[config.mk]
export PLATFORM = sky130hd
export DESIGN_NAME = rational_arithmetic_unit
export DESIGN_NICKNAME = d
export VERILOG_FILES = /design/src/rau_pkg.sv /design/src/rau_divider.sv /design/src/rational_arithmetic_unit.sv
export SDC_FILE = /design/constraint.sdc
export NUM_CORES = 2
export LEC_CHECK = 0
export BUFFER_PORTS_ARGS = -buffer_cell sky130_fd_sc_hd__buf_2
export CORE_MARGIN = 3
export CORE_UTILIZATION = 50
export CTS_BUF_LIST = sky130_fd_sc_hd__clkbuf_4 sky130_fd_sc_hd__clkbuf_8 sky130_fd_sc_hd__clkbuf_16
export CTS_CLUSTER_DIAMETER = 60
export CTS_CLUSTER_SIZE = 24
export DETAILED_ROUTE_END_ITERATION = 8
export GPL_TIMING_DRIVEN = 1
export PLACE_DENSITY = 0.69
export SLEW_MARGIN = 20
export SYNTH_ARGS = -nofsm -noshare
export SYNTH_HDL_FRONTEND = slang
export SYNTH_SLANG_ARGS = --single-unit
[constraint.sdc]
create_clock -name clock -period 9.9 [get_ports clock]
set_input_delay 0.495 -clock clock [delete_from_list [all_inputs] [get_ports clock]]
set_output_delay 0.495 -clock clock [all_outputs]
set_load 0.01 [all_outputs]
[src/rau_pkg.sv]
package rau_pkg;

   localparam int FIELD_WIDTH = 32;
   localparam int DEN_WIDTH   = FIELD_WIDTH - 1;
   localparam int WIDE_WIDTH  = 2 * FIELD_WIDTH;

   typedef enum logic [2:0] {
      KIND_ADD    = 3'd0,
      KIND_SUB    = 3'd1,
      KIND_MUL    = 3'd2,
      KIND_DIV    = 3'd3,
      KIND_REDUCE = 3'd4
   } kind_type;

   typedef enum logic [1:0] {
      ERR_NONE     = 2'd0,
      ERR_DIV_ZERO = 2'd1,
      ERR_OVERFLOW = 2'd2
   } err_type;

   // Shared unit: an unsigned restoring divider on WIDE_WIDTH-bit operands.
   typedef struct packed {
      logic                  start;
      logic [WIDE_WIDTH-1:0] dividend;
      logic [WIDE_WIDTH-1:0] divisor;
   } div_req_type;

   typedef struct packed {
      logic                  done;
      logic [WIDE_WIDTH-1:0] quotient;
      logic [WIDE_WIDTH-1:0] remainder;
   } div_rsp_type;

   typedef enum logic [4:0] {
      ST_IDLE,
      ST_SETUP,
      ST_G1_MUL,
      ST_G1_DIV,
      ST_G1_WAIT,
      ST_L_DIV,
      ST_L_WAIT,
      ST_L_MUL,
      ST_T1_DIV,
      ST_T1_WAIT,
      ST_T1_MUL,
      ST_T2_DIV,
      ST_T2_WAIT,
      ST_T2_MUL,
      ST_COMBINE,
      ST_MUL_LO,
      ST_MUL_DEN,
      ST_G2_DIV,
      ST_G2_WAIT,
      ST_R_NUM,
      ST_R_NUM_WAIT,
      ST_R_DEN,
      ST_R_DEN_WAIT,
      ST_CHECK,
      ST_OUT
   } state_type;

endpackage

[src/rau_divider.sv]
module rau_divider
   import rau_pkg::*;
(
   input  logic        clock,
   input  logic        reset,
   input  div_req_type req,
   output div_rsp_type rsp
);

   localparam int CW = $clog2(WIDE_WIDTH + 1);

   logic [WIDE_WIDTH-1:0] quo_ff, quo_in;
   logic [WIDE_WIDTH-1:0] rem_ff, rem_in;
   logic [WIDE_WIDTH-1:0] dvs_ff, dvs_in;
   logic [CW-1:0]         cnt_ff, cnt_in;
   logic                  busy_ff, busy_in;
   logic                  done_ff, done_in;
   logic [WIDE_WIDTH:0]   trial;
   logic [WIDE_WIDTH:0]   diff;

   // One quotient bit per cycle.
   always_comb begin
      quo_in  = quo_ff;
      rem_in  = rem_ff;
      dvs_in  = dvs_ff;
      cnt_in  = cnt_ff;
      busy_in = busy_ff;
      done_in = 1'b0;
      trial   = {rem_ff, quo_ff[WIDE_WIDTH-1]};
      diff    = trial - {1'b0, dvs_ff};
      if (req.start) begin
         quo_in  = req.dividend;
         rem_in  = '0;
         dvs_in  = req.divisor;
         cnt_in  = CW'(WIDE_WIDTH);
         busy_in = 1'b1;
      end else if (busy_ff) begin
         if (!diff[WIDE_WIDTH]) begin
            rem_in = diff[WIDE_WIDTH-1:0];
            quo_in = {quo_ff[WIDE_WIDTH-2:0], 1'b1};
         end else begin
            rem_in = trial[WIDE_WIDTH-1:0];
            quo_in = {quo_ff[WIDE_WIDTH-2:0], 1'b0};
         end
         cnt_in = cnt_ff - CW'(1);
         if (cnt_ff == CW'(1)) begin
            busy_in = 1'b0;
            done_in = 1'b1;
         end
      end
   end

   always_ff @(posedge clock) begin
      quo_ff <= quo_in;
      rem_ff <= rem_in;
      dvs_ff <= dvs_in;
      cnt_ff <= cnt_in;
      if (reset) begin
         busy_ff <= 1'b0;
         done_ff <= 1'b0;
      end else begin
         busy_ff <= busy_in;
         done_ff <= done_in;
      end
   end

   assign rsp.done      = done_ff;
   assign rsp.quotient  = quo_ff;
   assign rsp.remainder = rem_ff;

endmodule

[src/rational_arithmetic_unit.sv]
// Channel  Direction  Fields (tdata low bit up)
// req      in         tdata: kind[2:0] a_num[34:3] a_den[65:35] b_num[97:66] b_den[128:98]
// rsp      out        tdata: res_num[31:0] res_den[62:32] error[64:63]
// One word at a time. Each GCD step and exact division runs through one
// shared 64-bit restoring divider; the GCD loops take one division per
// Euclid step, so the time per item depends on the operands, and a zero
// denominator or zero divisor goes straight from setup to the result.
// req_tready is high only in idle.
// Synchronous active-high reset returns to idle; a result waiting on a
// low rsp_tready holds its word until taken.
module rational_arithmetic_unit
   import rau_pkg::*;
(
   input  logic         clock,
   input  logic         reset,
   input  logic         req_tvalid,
   output logic         req_tready,
   input  logic [135:0] req_tdata,  // kind, a_num, a_den, b_num, b_den
   output logic         rsp_tvalid,
   input  logic         rsp_tready,
   output logic [71:0]  rsp_tdata   // res_num, res_den, error
);

   localparam int W = WIDE_WIDTH;

   state_type state_ff, state_in;
   logic [2:0]   kind_ff;
   logic         sa_ff, sb_ff, neg_ff, neg_in;
   logic [W-1:0] ma_ff, mb_ff, ad_ff, bd_ff;
   // Euclid working pair, lcm, terms and result magnitude/denominator.
   logic [W-1:0] x_ff, x_in, y_ff, y_in;
   logic [W-1:0] l_ff, l_in, t1_ff, t1_in, mag_ff, mag_in, den_ff, den_in;
   logic [1:0]   err_ff, err_in;
   logic [FIELD_WIDTH-1:0] onum_ff, onum_in;
   logic [DEN_WIDTH-1:0]   oden_ff, oden_in;
   logic [W-1:0] mul_a, mul_b, mul_p;
   div_req_type dreq;
   div_rsp_type drsp;

   rau_divider u_div (.clock(clock), .reset(reset), .req(dreq), .rsp(drsp));

   // Operands stay below 2^32, so one 32x32 multiplier suffices.
   assign mul_p = W'(mul_a[FIELD_WIDTH-1:0]) * W'(mul_b[FIELD_WIDTH-1:0]);

   logic [FIELD_WIDTH-1:0] in_an, in_bn;
   logic [FIELD_WIDTH-1:0] an_mag, bn_mag;
   assign in_an = req_tdata[34:3];
   assign in_bn = req_tdata[97:66];
   // Magnitudes are formed at 32 bits so that -2^31 gives 2^31.
   assign an_mag = in_an[FIELD_WIDTH-1] ? (~in_an + FIELD_WIDTH'(1)) : in_an;
   assign bn_mag = in_bn[FIELD_WIDTH-1] ? (~in_bn + FIELD_WIDTH'(1)) : in_bn;

   logic s2;
   assign s2 = (mb_ff == '0) ? 1'b0 : ((kind_ff == KIND_SUB) ? ~sb_ff : sb_ff);

   localparam logic [W-1:0] LIM = W'(1) << (FIELD_WIDTH - 1);

   always_comb begin
      state_in = state_ff;
      unique case (state_ff)
         ST_IDLE:  if (req_tvalid) state_in = ST_SETUP;
         ST_SETUP: begin
            if (kind_ff > KIND_DIV) begin
               state_in = (ad_ff == '0) ? ST_OUT : ST_G2_DIV;
            end else if (ad_ff == '0 || bd_ff == '0) begin
               state_in = ST_OUT;
            end else if (kind_ff <= KIND_SUB) begin
               state_in = ST_G1_DIV;
            end else if (kind_ff == KIND_DIV && mb_ff == '0) begin
               state_in = ST_OUT;
            end else begin
               state_in = ST_MUL_LO;
            end
         end
         ST_G1_DIV:  state_in = (y_ff == '0) ? ST_L_DIV : ST_G1_WAIT;
         ST_G1_WAIT: if (drsp.done) state_in = ST_G1_DIV;
         ST_G1_MUL:  state_in = ST_G1_DIV;
         ST_L_DIV:   state_in = ST_L_WAIT;
         ST_L_WAIT:  if (drsp.done) state_in = ST_L_MUL;
         ST_L_MUL:   state_in = ST_T1_DIV;
         ST_T1_DIV:  state_in = ST_T1_WAIT;
         ST_T1_WAIT: if (drsp.done) state_in = ST_T1_MUL;
         ST_T1_MUL:  state_in = ST_T2_DIV;
         ST_T2_DIV:  state_in = ST_T2_WAIT;
         ST_T2_WAIT: if (drsp.done) state_in = ST_T2_MUL;
         ST_T2_MUL:  state_in = ST_COMBINE;
         ST_COMBINE: state_in = ST_G2_DIV;
         ST_MUL_LO:  state_in = ST_MUL_DEN;
         ST_MUL_DEN: state_in = ST_G2_DIV;
         ST_G2_DIV:  state_in = (y_ff == '0) ? ST_R_NUM : ST_G2_WAIT;
         ST_G2_WAIT: if (drsp.done) state_in = ST_G2_DIV;
         ST_R_NUM:   state_in = (x_ff == '0) ? ST_CHECK : ST_R_NUM_WAIT;
         ST_R_NUM_WAIT: if (drsp.done) state_in = ST_R_DEN;
         ST_R_DEN:   state_in = ST_R_DEN_WAIT;
         ST_R_DEN_WAIT: if (drsp.done) state_in = ST_CHECK;
         ST_CHECK:   state_in = ST_OUT;
         ST_OUT:     if (rsp_tready) state_in = ST_IDLE;
         default:    state_in = ST_IDLE;
      endcase
   end

   always_comb begin
      x_in = x_ff; y_in = y_ff; l_in = l_ff; t1_in = t1_ff;
      mag_in = mag_ff; den_in = den_ff; neg_in = neg_ff; err_in = err_ff;
      onum_in = onum_ff; oden_in = oden_ff;
      mul_a = '0; mul_b = '0;
      dreq = '0;
      unique case (state_ff)
         ST_SETUP: begin
            err_in = ERR_NONE;
            x_in = ad_ff; y_in = bd_ff;
            mag_in = ma_ff; den_in = ad_ff; neg_in = sa_ff;
            if (kind_ff > KIND_DIV) begin
               if (ad_ff == '0) err_in = ERR_DIV_ZERO;
               x_in = ma_ff; y_in = ad_ff;
            end else if (ad_ff == '0 || bd_ff == '0 ||
                         (kind_ff == KIND_DIV && mb_ff == '0)) begin
               err_in = ERR_DIV_ZERO;
            end
         end
         ST_G1_DIV, ST_G2_DIV: if (y_ff != '0) begin
            dreq.start = 1'b1; dreq.dividend = x_ff; dreq.divisor = y_ff;
         end
         ST_G1_WAIT, ST_G2_WAIT: if (drsp.done) begin
            x_in = y_ff; y_in = drsp.remainder;
         end
         ST_L_DIV: begin
            dreq.start = 1'b1; dreq.dividend = ad_ff; dreq.divisor = x_ff;
         end
         ST_L_WAIT: if (drsp.done) l_in = drsp.quotient;
         ST_L_MUL: begin
            mul_a = l_ff; mul_b = bd_ff; l_in = mul_p;
         end
         ST_T1_DIV: begin
            dreq.start = 1'b1; dreq.dividend = l_ff; dreq.divisor = ad_ff;
         end
         ST_T1_WAIT: if (drsp.done) t1_in = drsp.quotient;
         ST_T1_MUL: begin
            mul_a = ma_ff; mul_b = t1_ff; t1_in = mul_p;
         end
         ST_T2_DIV: begin
            dreq.start = 1'b1; dreq.dividend = l_ff; dreq.divisor = bd_ff;
         end
         ST_T2_WAIT: if (drsp.done) mag_in = drsp.quotient;
         ST_T2_MUL: begin
            mul_a = mb_ff; mul_b = mag_ff; mag_in = mul_p;
         end
         ST_COMBINE: begin
            den_in = l_ff;
            if (sa_ff == s2) begin
               mag_in = t1_ff + mag_ff; neg_in = sa_ff;
            end else if (t1_ff >= mag_ff) begin
               mag_in = t1_ff - mag_ff; neg_in = sa_ff;
            end else begin
               mag_in = mag_ff - t1_ff; neg_in = s2;
            end
            x_in = mag_in; y_in = l_ff;
         end
         ST_MUL_LO: begin
            neg_in = sa_ff ^ sb_ff;
            mul_a = ma_ff;
            mul_b = (kind_ff == KIND_MUL) ? bd_ff : bd_ff;
            if (kind_ff == KIND_MUL) mul_b = mb_ff;
            mag_in = mul_p;
         end
         ST_MUL_DEN: begin
            mul_a = ad_ff;
            mul_b = (kind_ff == KIND_MUL) ? bd_ff : mb_ff;
            den_in = mul_p;
            x_in = mag_ff; y_in = mul_p;
         end
         ST_R_NUM: if (x_ff != '0) begin
            dreq.start = 1'b1; dreq.dividend = mag_ff; dreq.divisor = x_ff;
         end
         ST_R_NUM_WAIT: if (drsp.done) mag_in = drsp.quotient;
         ST_R_DEN: begin
            dreq.start = 1'b1; dreq.dividend = den_ff; dreq.divisor = x_ff;
         end
         ST_R_DEN_WAIT: if (drsp.done) den_in = drsp.quotient;
         ST_CHECK: begin
            if (mag_ff == '0) begin
               neg_in = 1'b0; den_in = W'(1);
            end
            if (err_ff == ERR_NONE) begin
               if (den_in == '0 || den_in > LIM - W'(1) ||
                   (neg_in ? mag_ff > LIM : mag_ff > LIM - W'(1)))
                  err_in = ERR_OVERFLOW;
            end
            onum_in = neg_in ? FIELD_WIDTH'(-mag_ff) : mag_ff[FIELD_WIDTH-1:0];
            oden_in = den_in[DEN_WIDTH-1:0];
         end
         default: ;
      endcase
   end

   always_ff @(posedge clock) begin
      if (state_ff == ST_IDLE && req_tvalid) begin
         kind_ff <= req_tdata[2:0];
         sa_ff   <= in_an[FIELD_WIDTH-1];
         ma_ff   <= W'(an_mag);
         ad_ff   <= W'(req_tdata[65:35]);
         sb_ff   <= in_bn[FIELD_WIDTH-1];
         mb_ff   <= W'(bn_mag);
         bd_ff   <= W'(req_tdata[128:98]);
      end
      x_ff <= x_in; y_ff <= y_in; l_ff <= l_in; t1_ff <= t1_in;
      mag_ff <= mag_in; den_ff <= den_in; neg_ff <= neg_in;
      onum_ff <= onum_in; oden_ff <= oden_in;
      if (reset) begin
         state_ff <= ST_IDLE;
         err_ff   <= ERR_NONE;
      end else begin
         state_ff <= state_in;
         err_ff   <= err_in;
      end
   end

   assign req_tready = (state_ff == ST_IDLE);
   assign rsp_tvalid = (state_ff == ST_OUT);
   assign rsp_tdata = (err_ff != ERR_NONE)
      ? {7'd0, err_ff, DEN_WIDTH'(1), FIELD_WIDTH'(0)}
      : {7'd0, err_ff, oden_ff, onum_ff};

`ifndef SYNTHESIS
   a_ready_idle: assert property (@(posedge clock) disable iff (reset)
      req_tready |-> !rsp_tvalid) else $error("ready while result pending");
   a_err_zero: assert property (@(posedge clock) disable iff (reset)
      (rsp_tvalid && rsp_tdata[64:63] != ERR_NONE) |-> rsp_tdata[31:0] == 32'd0)
      else $error("error result not zero");
   a_den_pos: assert property (@(posedge clock) disable iff (reset)
      rsp_tvalid |-> rsp_tdata[62:32] != 31'd0) else $error("zero denominator");
`endif

endmodule
==> impl_metrics.ini <==
[cells_and_area]
post-route-util_pct = 58.18
fin_nets = 12080
layout_common_cells = 1406 x nand2_1, 1264 x inv_1, 959 x nor2_1
drive_above_1_share_pct = 13.10
nFillCells = 15420
synthToLayoutAreaGrowth_pct = 15.23
mostFrequentLayoutCell = nand2_1

[critical_path]
rr_startpoint = kind_ff[1]$_DFFE_PP_
startpoint = kind_ff[1]$_DFFE_PP_
regToRegEndpoint = den_ff[63]$_DFFE_PP_
slowest_delay_ns = 0.59
cp-start-kind = flop
crit_type = reg2reg
crit_arrival_ns = 10.09
rr_worst_depth = 38
crit_path_end_kind = flop
crit_end = den_ff[63]$_DFFE_PP_
worst_path_max_delay_cell = fa_1
ff2ff_setup_slack_ns = 0.24
crit_top_cell = fa_1
critical_path_required_ns = 10.33
critPathMaxFanout = 11

[floorplan]
rows = 153
dieArea_sq_um = 181400
io_pins = 214
die_w_um = 425.9
fp.dieH_um = 425.9
initial_core_util_pct = 50.49
design.core.area_sq_um = 174600

[synth]
synth_top_area_share_pct = 24.09
yosys.area.top_type = edfxtp_1
synth_area_per_cell_sq_um = 8.811
netlist_area_sq_um = 88140
ys_warn_count = 0
synthCells = 10000
ys_seq_elements = 787
ys_types = 86
ys_top_cells_by_area = edfxtp_1 24%, fa_1 20%, ha_1 7.4%, nand2_1 6.1%, inv_1 5.4%
synth_edf_count = 707
yosysSeqAreaShare_pct = 25.90
synthArstFlopShare_pct = 0
synthFlopType = edfxtp_1

[detailed_routing]
avgRoutedWirePerCell_um = 32.54
top_layer_used = met5
num_vias = 85280
ant_nets = 0
drt-vias-per-instance = 6.616
drc_errors = 24
dr_wl_met2_mm = 170.9
dr_wl_met3_mm = 63.46
dr.pass1.iters = 9
drtIter0Drc = 14560
wl_mm = 419.5
wl_met1_mm = 155.2

[sta]
postLayoutSetupSlackWorst_ns = 0.2366
finalSetupTns_ns = 0
final-setup-viol-count = 0
finalClockSkew_ns = 0.09083
hold_violations = 0
worstMarginPinSlew_ns = 1.204
max_freq_mhz = 103.5
slew_violations = 0
maxSlewHeadroom_pct = 19.16
fin_crit_sh_pct = 97.61
timing.final.crit_period_ns = 9.663

[global_route]
grt_overflow = 0
grt_pass1_vias = 82730
grt_pass1_wl_mm = 588.5
grt_max_degree = 132
antenna_found_initial = 9
grtUsageTotal_pct = 44.95

[cts]
htree_levels = 2
clk-insertion-delay-late_ns = 0.72
clock_path_buffers = 3
cts-root-buf = clkbuf_16
clk_pin_slew_worst_paths_ns = 0.09
numClockSinks = 787
tritoncts = yes
numCtsBuffers = 55

[pwr]
power.switching_mw = 11.09
power.share.combinational_pct = 53.9
p_total_mw = 21.26
p_per_area_nw_per_um2 = 209.3
ir_drop_uv = 274.6
p_int_mw = 10.17
power.leakage_nw = 44.16
switching_share_pct = 52.14
clkPwrFrac_pct = 12.2
seqPwrFrac_pct = 33.9

[run_status]
violations = DRC
status = finished with violations

[placed_design]
io_buffers = 199
globalplace.congestion = 1.075
dp_hpwl_mm = 332.7
dp_slack_ns = -0.2797

[hold_path]
hp-class = in2reg

[job]
drv_cap = 0
[layout make-up]
type                            instances  area [sq um]  share of cell area (%)
Antenna cell                           12         30.03                 0.02957
Tap cell                             2325          2909                   2.864
Clock buffer                           58          1434                   1.412
Timing Repair Buffer                 1067          9528                   9.381
Multi-Input combinational cell       7335         59540                   58.63
Inverter                             1267          4761                   4.687
Sequential cell                       787         22840                   22.49
Clock inverter                         40         521.8                  0.5137
[flip-flops by register name (all words and copies together), names as in the netlist, 32 cells and up]
name and count:
den_ff 64, onum_ff 32, ma_ff 32, y_ff 64, x_ff 64, u_div.rem_ff 64, u_div.quo_ff 64, t1_ff 64
l_ff 64, mb_ff 32, u_div.dvs_ff 64, mag_ff 64
[stage by stage]
step | instance area [sq um] | hold WS [ns] | instances
4_1_cts | 100400 | 0.01158 | 12850
2_1_floorplan | 88170 | 0.4685 | 10010
5_1_grt | 101500 | 0.02609 | 12880
3_5_place_dp | 97750 | 0.5005 | 12680
3_3_place_gp | 97730 | 0.4814 | 12680
6_report | 101600 | 0.03497 | 12890
[worst min path at each step]
stage | start | end | slack [ns] | depth (start not counted)
final | req_tdata[1] | kind_ff[1]$_DFFE_PP_ | 0.03 | 1
after global routing | req_tdata[1] | kind_ff[1]$_DFFE_PP_ | 0.03 | 1
after detailed placement | u_div.cnt_ff[1]$_SDFFE_PP0P_ | u_div.cnt_ff[1]$_SDFFE_PP0P_ | 0.50 | 2
after global placement | u_div.cnt_ff[1]$_SDFFE_PP0P_ | u_div.cnt_ff[1]$_SDFFE_PP0P_ | 0.48 | 2
after CTS | req_tdata[2] | kind_ff[2]$_DFFE_PP_ | 0.01 | 1
after floorplan | u_div.cnt_ff[1]$_SDFFE_PP0P_ | u_div.cnt_ff[1]$_SDFFE_PP0P_ | 0.47 | 2
[cells by family (layout without fill, tap and decap cells)]
kind of cell	Yosys count	after routing	share of synthesized area, %
simple gates	3147	3147	15.42
other cells	1	19	0.004254
flops	787	787	25.90
compound gates	2293	2293	17.73
fa+ha+maj	1422	1422	27.85
xor+xnor	272	272	2.703
buf+inv	1888	2432	8.107
mux	194	194	2.280
[cells in the mapped netlist, types with 24 or more instances]
cell type	number
o21ai_0	505
a222oi_1	131
or3_1	40
and2_1	127
dfxtp_1	80
nand2b_1	47
a21o_1	139
o21a_1	24
a21oi_1	547
edfxtp_1	707
buf_1	42
nor4_1	118
mux2_2	54
a221o_1	143
nand2_1	1421
clkbuf_1	553
nor3_1	80
ha_1	522
o31ai_1	62
o21bai_1	74
a22oi_1	66
and3_1	24
nand4_1	104
a31oi_1	106
a211oi_1	47
a221oi_1	121
nand3_1	92
nor2_1	974
xor2_1	69
nor2b_1	42
inv_1	1267
o211ai_1	50
fa_1	900
a22o_1	90
xnor2_1	203
mux2i_1	140
[repair_timing]
item,in CTS,in global routing
setup endpoints to repair,28,88
buffers inserted,3,28
gates resized for setup,13,130
cloned,0,4
pin swaps,2,54
endpoints found under the hold margin,61,0
hold buffers,61,0
[power groups by stage]
stage          sequential (mW)  clock (mW)  combinational [mW]
5_1_grt                   7.11        2.69                12.0
6_report                  7.20        2.60                11.5
3_3_place_gp              6.96           0                10.7
4_1_cts                   6.92        2.58                10.9
3_5_place_dp              6.98           0                10.8
2_1_floorplan             6.09           0                6.55
[routing by layer]
layer,track usage [%],vias to the layer above
li1,-,35400
met5,0,-
met3,16.07,1157
met4,24.31,8
met1,59.66,42000
met2,63.92,6720
[critical path: cells and delay by family, from the launching register on]
family	cells	cell delay [ns]
XOR/XNOR	1	0.13
adder cells (fa/ha/maj)	9	4.37
buffers and inverters	12	1.80
AND/OR/NAND/NOR	7	0.78
AO/OA/AOI/OAI	9	1.91
flip-flops	1	0.41
(Power assumes the default switching activity.)
